==> src/rtl/core/bsnf_pkg.sv <==
// Shared types and constants of the binary speckle noise filter.
// Used by every module in rtl/core; depends on nothing.
`default_nettype none

package bsnf_pkg;

  localparam int MAX_WIDTH    = 1024;
  localparam int HEIGHT_LIMIT = 4096;
  localparam int WIN_ROWS     = 4;
  localparam int WIN_COLS     = 5;
  localparam int DRAIN_STEPS  = WIN_COLS;
  localparam int COL_W        = $clog2(MAX_WIDTH);
  localparam int WID_W        = 11;
  localparam int HGT_W        = 13;
  localparam int PIX_W        = 8;
  localparam int SLOT_W       = $clog2(WIN_ROWS);
  localparam int WORD_W       = WIN_ROWS * PIX_W;
  localparam int DRAIN_W      = $clog2(DRAIN_STEPS + 1);
  localparam int QUEUE_DEPTH  = 4;
  localparam int QPTR_W       = $clog2(QUEUE_DEPTH);
  localparam int CFG_IDX_W    = 3;
  localparam int CFG_DATA_W   = 13;

  typedef enum logic [CFG_IDX_W-1:0] {
    REG_WIDTH  = 3'd0,
    REG_HEIGHT = 3'd1,
    REG_CHAR   = 3'd2,
    REG_BACK   = 3'd3,
    REG_STRICT = 3'd4
  } cfg_reg_e;

  // one classified input word, rows of the window are r-3 .. r
  typedef struct packed {
    logic [PIX_W-1:0]    pix;
    logic [COL_W-1:0]    col;
    logic [SLOT_W-1:0]   slot;
    logic [WIN_ROWS-1:0] rin;
    logic                judge_row;
    logic                last_row;
    logic                row_end;
  } entry_t;

  typedef struct packed {
    logic ctr;
    logic right;
    logic down_left;
    logic down;
  } clr_t;

endpackage

`default_nettype wire

==> src/rtl/core/bsnf_queue.sv <==
// Short queue of classified words between front and back end.
// Depends on bsnf_pkg.
`default_nettype none

module bsnf_queue (
  input  logic              clk_i,
  input  logic              rst_ni,
  input  logic              flush_i,
  input  logic              push_i,
  input  bsnf_pkg::entry_t  data_i,
  output logic              full_o,
  input  logic              pop_i,
  output logic              empty_o,
  output bsnf_pkg::entry_t  head_o
);
  import bsnf_pkg::*;

  entry_t            mem_q [QUEUE_DEPTH];
  logic [QPTR_W-1:0] wr_q, rd_q;
  logic [QPTR_W:0]   cnt_q;
  logic              do_push, do_pop;

  assign full_o  = cnt_q == (QPTR_W+1)'(QUEUE_DEPTH);
  assign empty_o = cnt_q == '0;
  assign head_o  = mem_q[rd_q];
  assign do_push = push_i && !full_o;
  assign do_pop  = pop_i && !empty_o;

  always_ff @(posedge clk_i) begin
    if (do_push) begin
      mem_q[wr_q] <= data_i;
    end
  end

  always_ff @(posedge clk_i or negedge rst_ni) begin
    if (!rst_ni) begin
      wr_q  <= '0;
      rd_q  <= '0;
      cnt_q <= '0;
    end else if (flush_i) begin
      wr_q  <= '0;
      rd_q  <= '0;
      cnt_q <= '0;
    end else begin
      if (do_push) begin
        wr_q <= wr_q + QPTR_W'(1);
      end
      if (do_pop) begin
        rd_q <= rd_q + QPTR_W'(1);
      end
      cnt_q <= cnt_q + (QPTR_W+1)'(do_push) - (QPTR_W+1)'(do_pop);
    end
  end

endmodule

`default_nettype wire

==> config.mk <==
export PLATFORM = sky130hd
export DESIGN_NAME = bsnf_queue
export DESIGN_NICKNAME = d
export VERILOG_FILES = /design/src/rtl/core/bsnf_pkg.sv /design/src/rtl/core/bsnf_queue.sv
export SDC_FILE = /design/constraint.sdc
export NUM_CORES = 1
export LEC_CHECK = 0
export BUFFER_PORTS_ARGS = -buffer_cell sky130_fd_sc_hd__buf_2
export CAP_MARGIN = 20
export CORE_MARGIN = 3
export CORE_UTILIZATION = 61
export DETAILED_ROUTE_END_ITERATION = 10
export PLACE_DENSITY = 0.8
export SLEW_MARGIN = 25
export SYNTH_ARGS = -nofsm -noshare
export SYNTH_HDL_FRONTEND = slang
export SYNTH_SLANG_ARGS = --single-unit
==> constraint.sdc <==
create_clock -name clk_i -period 5.9 [get_ports clk_i]
set_input_delay 1.18 -clock clk_i [delete_from_list [all_inputs] [get_ports clk_i]]
set_output_delay 1.18 -clock clk_i [all_outputs]
set_load 0.03 [all_outputs]
==> flow_summary.toml <==
[power]
pwr_density_cell_nw_per_um2 = 497.0
p_leak_nw = 1.938
ir_drop_uv = 298.2

[synth]
synth_area_sq_um = 4365
yosysSeqAreaShare = 0.7830
synthMuxAreaShare = 0.1433
ys.flop_type = "edfxtp_1"
synth_cell_type_count = 24
synth_top_area_share = 0.7429
yosys.area_share.simple = 0.02178
synth_fp_nets = 226
synth-adder-area-share = 0.02178
synth.area.top_cells = "edfxtp_1 (74%), mux4_2 (13%), dfrtp_1 (4.0%), ha_1 (1.7%), mux4_1 (1.2%)"
syn_inst = 187
synth_top_family_by_area = "multiplexers"
yosysWarnings = 0
synth_compound_area_frac = 0.006306
ys_ff_latch = 115
syn_area_per_cell_sq_um = 23.34
synth_area_leader_cell = "edfxtp_1"
synth_async_sr_flop_share = 0.06087
synth_xor_area_frac = 0.006019
synth_edf_count = 108

[critical_path]
cp-end-kind = "primary output"
slowest_delay_ns = 0.82
arrival_ns = 2.16
crit_slowest_cell = "dfrtp_4"
crit_required_ns = 4.72
cp_top_family = "flip-flops"
start_kind = "flop"
critPathBufInv = 1
critPathKind = "reg2out"
critPathMaxFanout = 29
path_cells = "mux4_1, buf_2"

[floorplan]
die-width_um = 90.60
die-height_um = 90.60
core_area_sq_um = 6869
ios = 61
fp.dieArea_sq_um = 8207
start_util = 0.6355
fp-row-count = 30

[outcome]
run_status = "completed"

[drt]
ant_nets = 0
drcViolationCount = 0
firstDrtPassIters = 4
wl_per_cell_um = 20.70
routed_wl_um = 7740
initialDrtViolationCount = 119
via_per_inst = 5.644
vias = 2111

[layout]
drive_gt1_frac = 0.4424
n_antenna_cell = 0
fin_util = 0.7860
seqCellArea_sq_um = 3422
syn_to_final_growth_pct = 23.67
fillers = 361
final_nets = 304
final_common_cell = "edfxtp_1"
multi_input_area_sq_um = 869.6
layout_common_cells = "edfxtp_1 (108), buf_2 (60), mux4_2 (25)"

[timing]
finalMaxSlewViolations = 0
fin_crit_sh = 0.5661
tightest_slew_ns = 0.7100
fin_hold_ws_ns = 0.5011
hold_viol = 0
tns_ns = 0
rsz0062_at_grt = "no"
fmax_ghz = 0.2994
slew_headroom = 0.5267
min_period_ns = 3.340
finClkSkew_ns = 0.005894
setup_viol = 0

[global_routing]
grt_pass1_vias = 2326
grt.total_usage = 0.2121
overflow = 0
grt_pass1_wl_um = 12450
antenna_found_initial = 0
grt_max_degree = 30

[job]
maxCapViolCount = 0

[clock_tree]
clock_latency_ns = 0.51
numCtsBuffers = 17
cts_tree = "built"
cts_resized = 0
cts.sinks = 115
clkTransAtPathRegs_ns = 0.06
post-cts-setup-buffers = 0
ctsHoldBuffers = 0
htreeDepth = 4
cts_root_buffer = "clkbuf_8"
clockBufferDepth = 2

[placed_design]
place.gp.congestion = 0.7212
io_buffers = 60

[hold_path]
hp-class = "in2async"
[cell usage after synthesis (all sizes together), types with 2 or more instances]
master and count:
mux4 27, xor2 2, edfxtp 108, inv 7
or3 2, ha 6, nand2b 2, a21oi 2
dfrtp 7, o21ai 2, nor2 4, and2 4
buf 6
[cell type report]
cell class	instances	area share
flip-flops and latches	115	0.6338
multi-input cells	59	0.1611
clock buffers	18	0.07740
repair buffers	65	0.06257
clock inverters	14	0.03801
well taps	96	0.02225
inverters	7	0.004867
[stage by stage]
| step | std cells | power (mW) | setup slack (ns) | cell area [sq um] |
|---|---|---|---|---|
| final | 374 | 2.683 | 2.560 | 5399 |
| after global routing | 374 | 2.785 | 2.433 | 5399 |
| after CTS | 374 | 2.706 | 2.241 | 5396 |
| after detailed placement | 342 | 1.640 | 2.794 | 4773 |
| after global placement | 342 | 1.624 | 2.819 | 4773 |
| after floorplan | 187 | 1.492 | 3.155 | 4365 |
[kinds of logic after synthesis]
group           count (synthesis)
mux                            28
buf+inv                        13
flops                         115
simple gates                   16
compound gates                  5
fa+ha+maj                       7
xor+xnor                        3
[flip-flops by register name (all words and copies together) (netlist names)]
| register | count |
|---|---|
| mem_q | 108 |
| cnt_q | 3 |
| rd_q | 2 |
| wr_q | 2 |
[final timing paths]
path	to	cells past startpoint	startpoint	slack, ns
min reg2reg	wr_q[0]	2	wr_q[0]	0.62
max in group asynchronous	rd_q[0]	1	rst_ni	5.21
min in group clk_i	wr_q[0]	2	wr_q[0]	0.62
max	head_o[6]	2	rd_q[0]	2.56
min	rd_q[1]	1	rst_ni	0.50
max reg2reg	cnt_q[2]	10	cnt_q[1]	3.49
[layer usage]
layer | wire length [um] | GRT usage | vias to the layer above | share of wire
met3 | 340 | 0.07833 | 13 | 0.044
met5 | 0 | 0 | - | 0
li1 | - | - | 933 | -
met1 | 3280 | 0.2575 | 1099 | 0.42
met4 | 117 | 0.09311 | 0 | 0.015
met2 | 4002 | 0.3434 | 66 | 0.52
[power breakdown]
| group | total (mW) | internal [mW] | leakage (nW) | switching (mW) |
|---|---|---|---|---|
| sequential | 1.06 | 0.983 | 1.08 | 0.0783 |
| clock | 1.06 | 0.691 | 0.296 | 0.370 |
| combinational | 0.561 | 0.226 | 0.561 | 0.335 |
[worst reg2reg max path, delay by kind of cell, from the launching register on]
kind | cells | cell delay (ns)
adders and majority gates | 3 | 0.73
DFF | 1 | 0.45
xor gates and xnor gates | 1 | 0.20
and+or+nand+nor | 3 | 0.70
buffers and inverters | 3 | 0.19
Power figures use the tool's default switching activity.
