**config.mk**
```make
export PLATFORM = sky130hd
export DESIGN_NAME = bsnf_front
export DESIGN_NICKNAME = d
export VERILOG_FILES = /design/src/rtl/core/bsnf_pkg.sv /design/src/rtl/core/bsnf_front.sv
export SDC_FILE = /design/constraint.sdc
export NUM_CORES = 1
export LEC_CHECK = 0
export BUFFER_PORTS_ARGS = -buffer_cell sky130_fd_sc_hd__buf_2
export CAP_MARGIN = 0
export CORE_ASPECT_RATIO = 1.4
export CORE_MARGIN = 2
export CORE_UTILIZATION = 54
export DETAILED_ROUTE_END_ITERATION = 12
export PLACE_DENSITY = 0.88
export SYNTH_ARGS = -nofsm -noshare
export SYNTH_HDL_FRONTEND = slang
export SYNTH_SLANG_ARGS = --single-unit
```
**constraint.sdc**
```tcl
create_clock -name clk_i -period 3.3 [get_ports clk_i]
set_input_delay 0.165 -clock clk_i [delete_from_list [all_inputs] [get_ports clk_i]]
set_output_delay 0.165 -clock clk_i [all_outputs]
set_load 0.05 [all_outputs]
```
**src/rtl/core/bsnf_pkg.sv**
```systemverilog
// Shared types and constants of the binary speckle noise filter.
// Used by every module in rtl/core; depends on nothing.
`default_nettype none

package bsnf_pkg;

  localparam int MAX_WIDTH    = 1024;
  localparam int HEIGHT_LIMIT = 4096;
  localparam int WIN_ROWS     = 4;
  localparam int WIN_COLS     = 5;
  localparam int DRAIN_STEPS  = WIN_COLS;
  localparam int COL_W        = $clog2(MAX_WIDTH);
  localparam int WID_W        = 11;
  localparam int HGT_W        = 13;
  localparam int PIX_W        = 8;
  localparam int SLOT_W       = $clog2(WIN_ROWS);
  localparam int WORD_W       = WIN_ROWS * PIX_W;
  localparam int DRAIN_W      = $clog2(DRAIN_STEPS + 1);
  localparam int QUEUE_DEPTH  = 4;
  localparam int QPTR_W       = $clog2(QUEUE_DEPTH);
  localparam int CFG_IDX_W    = 3;
  localparam int CFG_DATA_W   = 13;

  typedef enum logic [CFG_IDX_W-1:0] {
    REG_WIDTH  = 3'd0,
    REG_HEIGHT = 3'd1,
    REG_CHAR   = 3'd2,
    REG_BACK   = 3'd3,
    REG_STRICT = 3'd4
  } cfg_reg_e;

  // one classified input word, rows of the window are r-3 .. r
  typedef struct packed {
    logic [PIX_W-1:0]    pix;
    logic [COL_W-1:0]    col;
    logic [SLOT_W-1:0]   slot;
    logic [WIN_ROWS-1:0] rin;
    logic                judge_row;
    logic                last_row;
    logic                row_end;
  } entry_t;

  typedef struct packed {
    logic ctr;
    logic right;
    logic down_left;
    logic down;
  } clr_t;

endpackage

`default_nettype wire

```
**src/rtl/core/bsnf_front.sv**
```systemverilog
// Front end: raster counters and classification of each accepted word.
// Depends on bsnf_pkg.
`default_nettype none

module bsnf_front (
  input  logic                          clk_i,
  input  logic                          rst_ni,
  input  logic                          restart_i,
  input  logic                          accept_i,
  input  logic                          op_i,
  input  logic [bsnf_pkg::PIX_W-1:0]    pixel_value_i,
  input  logic [bsnf_pkg::WID_W-1:0]    width_i,
  input  logic [bsnf_pkg::HGT_W-1:0]    height_i,
  input  logic [bsnf_pkg::PIX_W-1:0]    back_i,
  output bsnf_pkg::entry_t              entry_o
);
  import bsnf_pkg::*;

  logic [HGT_W-1:0] row_q, row_d;
  logic [COL_W-1:0] col_q, col_d;
  logic [WID_W-1:0] w_eff;
  logic [HGT_W-1:0] h_eff;
  logic [HGT_W:0]   r_x, h_x;
  logic [COL_W-1:0] last_col;
  logic             done;

  always_comb begin
    if (width_i == '0) begin
      w_eff = WID_W'(1);
    end else if (width_i > WID_W'(MAX_WIDTH)) begin
      w_eff = WID_W'(MAX_WIDTH);
    end else begin
      w_eff = width_i;
    end
    if (height_i == '0) begin
      h_eff = HGT_W'(1);
    end else if (height_i > HGT_W'(HEIGHT_LIMIT)) begin
      h_eff = HGT_W'(HEIGHT_LIMIT);
    end else begin
      h_eff = height_i;
    end
  end

  assign last_col = COL_W'(w_eff - WID_W'(1));
  assign r_x      = {1'b0, row_q};
  assign h_x      = {1'b0, h_eff};

  always_comb begin
    entry_o.rin[3]    = r_x < h_x;
    entry_o.rin[2]    = (r_x >= (HGT_W+1)'(1)) && (r_x <= h_x);
    entry_o.rin[1]    = r_x >= (HGT_W+1)'(2);
    entry_o.rin[0]    = r_x >= (HGT_W+1)'(3);
    entry_o.judge_row = r_x >= (HGT_W+1)'(2);
    entry_o.last_row  = r_x == (h_x + (HGT_W+1)'(1));
    entry_o.row_end   = col_q == last_col;
    entry_o.col       = col_q;
    entry_o.slot      = row_q[SLOT_W-1:0];
    // padding rows and flush words enter as background
    entry_o.pix       = (entry_o.rin[3] && !op_i) ? pixel_value_i : back_i;
  end

  assign done = entry_o.last_row && entry_o.row_end;

  always_comb begin
    row_d = row_q;
    col_d = col_q;
    if (restart_i) begin
      row_d = '0;
      col_d = '0;
    end else if (accept_i) begin
      if (done) begin
        row_d = '0;
        col_d = '0;
      end else if (entry_o.row_end) begin
        row_d = row_q + HGT_W'(1);
        col_d = '0;
      end else begin
        col_d = col_q + COL_W'(1);
      end
    end
  end

  always_ff @(posedge clk_i or negedge rst_ni) begin
    if (!rst_ni) begin
      row_q <= '0;
      col_q <= '0;
    end else begin
      row_q <= row_d;
      col_q <= col_d;
    end
  end

endmodule

`default_nettype wire

```
==> run metrics <==
most frequent cells in the layout=67 x buf_2, 40 x buf_4, 35 x nand2_1; Via density=6.19; largest net degree at the start of global routing=24; crit-path max cell delay=0.64 ns; CTS Root Cell=clkbuf_8; Worst setup EP type=flop; critical path data required time=3.48 ns; Slowest cell on crit path=or4b_4; Final Power=0.000742 W; Worst Skew=0.00252 ns; vias post-DR=3239; highest routed layer=met4; Total GRT Usage=29.2%; met3 wire len=498 µm; first-pass GRT wire length=13500 µm; Area Growth Syn to Fin=31.0%; Post-synth EDFFs=0; Starting Density=55.2%; Initial DRC Count=243; worst hold path class=in2reg; gr ovfl total=0; r2r worst-path depth=8; critical path cell sequence=buf_8, nor4_4, a32oi_2, ha_4, xor2_2, xnor2_1, o2111ai_1, or4_1, nor3_2, or4b_4, or4b_4, o31ai_2; Synth cell types=59; Final Util=a little over 70%; Synth async-reset ratio=between 90% and 100%; wire length on met2=4460 µm; Synthesized Nets=424; post-placement cell area=0.00345 mm²; hpwl dp=6460 µm; Clock Sinks=23; Peak Freq=305 MHz; final worst path period need=3.28 ns; IO Port Bufs=71; Fill cells=382; TritonCTS clock tree=done; WHS Path Cells=3; Ports=72; setup TNS=0 ns; cell repeated most along the worst path=or4b_4; Die W=roughly 65 µm; Wirelength per Cell=around 16 µm; VDD IR-drop max=129 µV; drt pass-1 iters=6; diode count=0; met1 WL=3180 µm; unrepaired setup endpoints after global routing=yes; RePlAce Congestion=0.937; CTS Buf Count=3; Hold Path End=col_q[1]; Max Root-Sink Buffers=2; Critical R2R Launch=col_q[2]; Cell Area, Synth=between 0.002 and 0.003 mm²; # setup viols final=0; final hold violation count=0; Crit Reg-Reg Endpoint=row_q[5]; pwr dens=202 mW/mm²; layout net count=522; Final Slew Violations=0; DRC viols=0; Routed Antenna Nets=0; vias in the first global route=3091; Die ar.=0.00579 mm²; Top FF cell, synth=dfrtp_1; synth warn=0; critical path type=in2reg; Mapped Avg Cell Area=7.79 µm²; startpoint types=input pin; commonest non-fill, non-tap cell in the layout=buf_2; Clk Latency, worst-skew pair=0.26 ns; R2R Setup Slk=0.17 ns; max cap viols=0; Cells after Synth=360; share of cells above drive strength 1=33.0%; sequential fraction of the synthesis area=20.5%; CP max FO=7; P_leak=1.63 nW; post-route cell area=0.00367 mm²; Rows=31; CTS H-tree lvls=1; worst endpoint data arrival time=approximately 3.5 ns; #FFs+latches synth=23; chip height=89.3 µm; Worst-Margin Slew=0.557 ns; initial antenna violation count=0; run status=finished clean; Core Area=0.00508 mm²; max_slew headroom=a little over three fifths; hold path start=accept_i; Clock transition at path regs=0.08 ns; WL final=8540 µm; Final period util=between 90% and 100%
final cells by class:
class                           count  area, µm²  share of cell area (%)
Clock buffer                        4       45.0                    1.23
Inverter                           21       78.8                    2.15
Multi-Input combinational cell    297       2200                    59.9
Sequential cell                    23        578                    15.7
Tap cell                           66       82.6                    2.25
Timing Repair Buffer              112        687                    18.7
through the flow:
stage,hold slack [ns],setup WS [ns],cells
detailed placement,0.167,-0.271,515
finish,0.224,0.0167,523
CTS,0.216,0.0101,520
global route,0.244,-0.127,523
floorplan,-0.131,-0.121,360
global placement,0.153,-0.102,515
routing by layer:
| metal | global-route usage [%] | up-vias |
|---|---|---|
| met4 | 17.6 | 0 |
| met1 | 31.2 | 1490 |
| li1 | - | 1534 |
| met2 | 55.3 | 174 |
| met3 | 2.52 | 41 |
| met5 | 0 | - |
synthesized netlist by cell type, types with 3 or more instances:
cell       n  area (µm²)
nand2_1   35         131
nor2_1    25        93.8
dfrtp_1   23         576
inv_1     21        78.8
nand3_1   21         105
ha_1      19         238
a21oi_1   16        80.1
xnor2_1   15         131
clkbuf_1  13        48.8
nor4_1    11        68.8
o21ai_0   11        55.1
nor2b_1   10        62.6
xor2_1    10        87.6
mux2_2     9         101
nand4_1    9        56.3
a32oi_1    7        61.3
nand2b_1   6        37.5
nor3_1     6        30.0
or3_1      6        37.5
and3_1     5        31.3
o22ai_1    5        31.3
a211oi_1   4        30.0
a311oi_1   4        35.0
a31oi_1    4        25.0
mux2i_1    4        40.0
o31ai_1    4        30.0
a21o_1     3        22.5
buf_4      3        22.5
nand4b_1   3        26.3
nor4b_1    3        26.3
o21bai_1   3        22.5
o31ai_2    3        37.5
or2_2      3        18.8
critical path, delay by kind of cell:
family / cells / cell delay [ns]
and+or+nand+nor: 5 / 2.08
AOI/OAI and AO/OA: 3 / 0.57
xor gates and xnor gates: 2 / 0.32
adders and majority gates: 1 / 0.21
buffers and inverters: 1 / 0.10
worst max-delay path by stage:
| stage | start | endpoint | slack, ns | depth (start not counted) |
|---|---|---|---|---|
| 4_1_cts | width_i[8] | row_q[5] | 0.01 | 12 |
| 6_report | width_i[8] | row_q[5] | 0.02 | 12 |
| 3_5_place_dp | width_i[8] | row_q[5] | -0.27 | 12 |
| 5_1_grt | width_i[8] | row_q[6] | -0.13 | 12 |
| 3_3_place_gp | width_i[8] | row_q[5] | -0.10 | 12 |
| 2_1_floorplan | width_i[8] | row_q[6] | -0.12 | 13 |
where the power goes:
part | leakage [nW] | internal, W | switching [W] | total (W)
Sequential | 0.317 | 0.000284 | 0.00000375 | 0.000287
Clock | 0.0228 | 0.0000862 | 0.0000898 | 0.000176
Combinational | 1.29 | 0.000115 | 0.000163 | 0.000279
registers in the layout (all words and copies together), names as in the netlist:
signal / cells
col_q: 10
row_q: 13
logic make-up after synthesis:
kind of cell    share of synthesized area, %
fa+ha+maj                               8.48
simple gates                            30.4
flops                                   20.5
xor+xnor                                7.81
mux                                     5.04
compound gates                          21.2
buf+inv                                 6.52
repair_timing:
item | 4_1_cts | 5_1_grt
pin swaps | 0 | 4
endpoints found under the setup margin | 1 | 23
endpoints found under the hold margin | 23 | 0
hold buffers | 1 | 0
gates cloned | 0 | 1
gates resized for setup | 1 | 27
setup buffers | 0 | 2
Power figures use the tool's default switching activity.
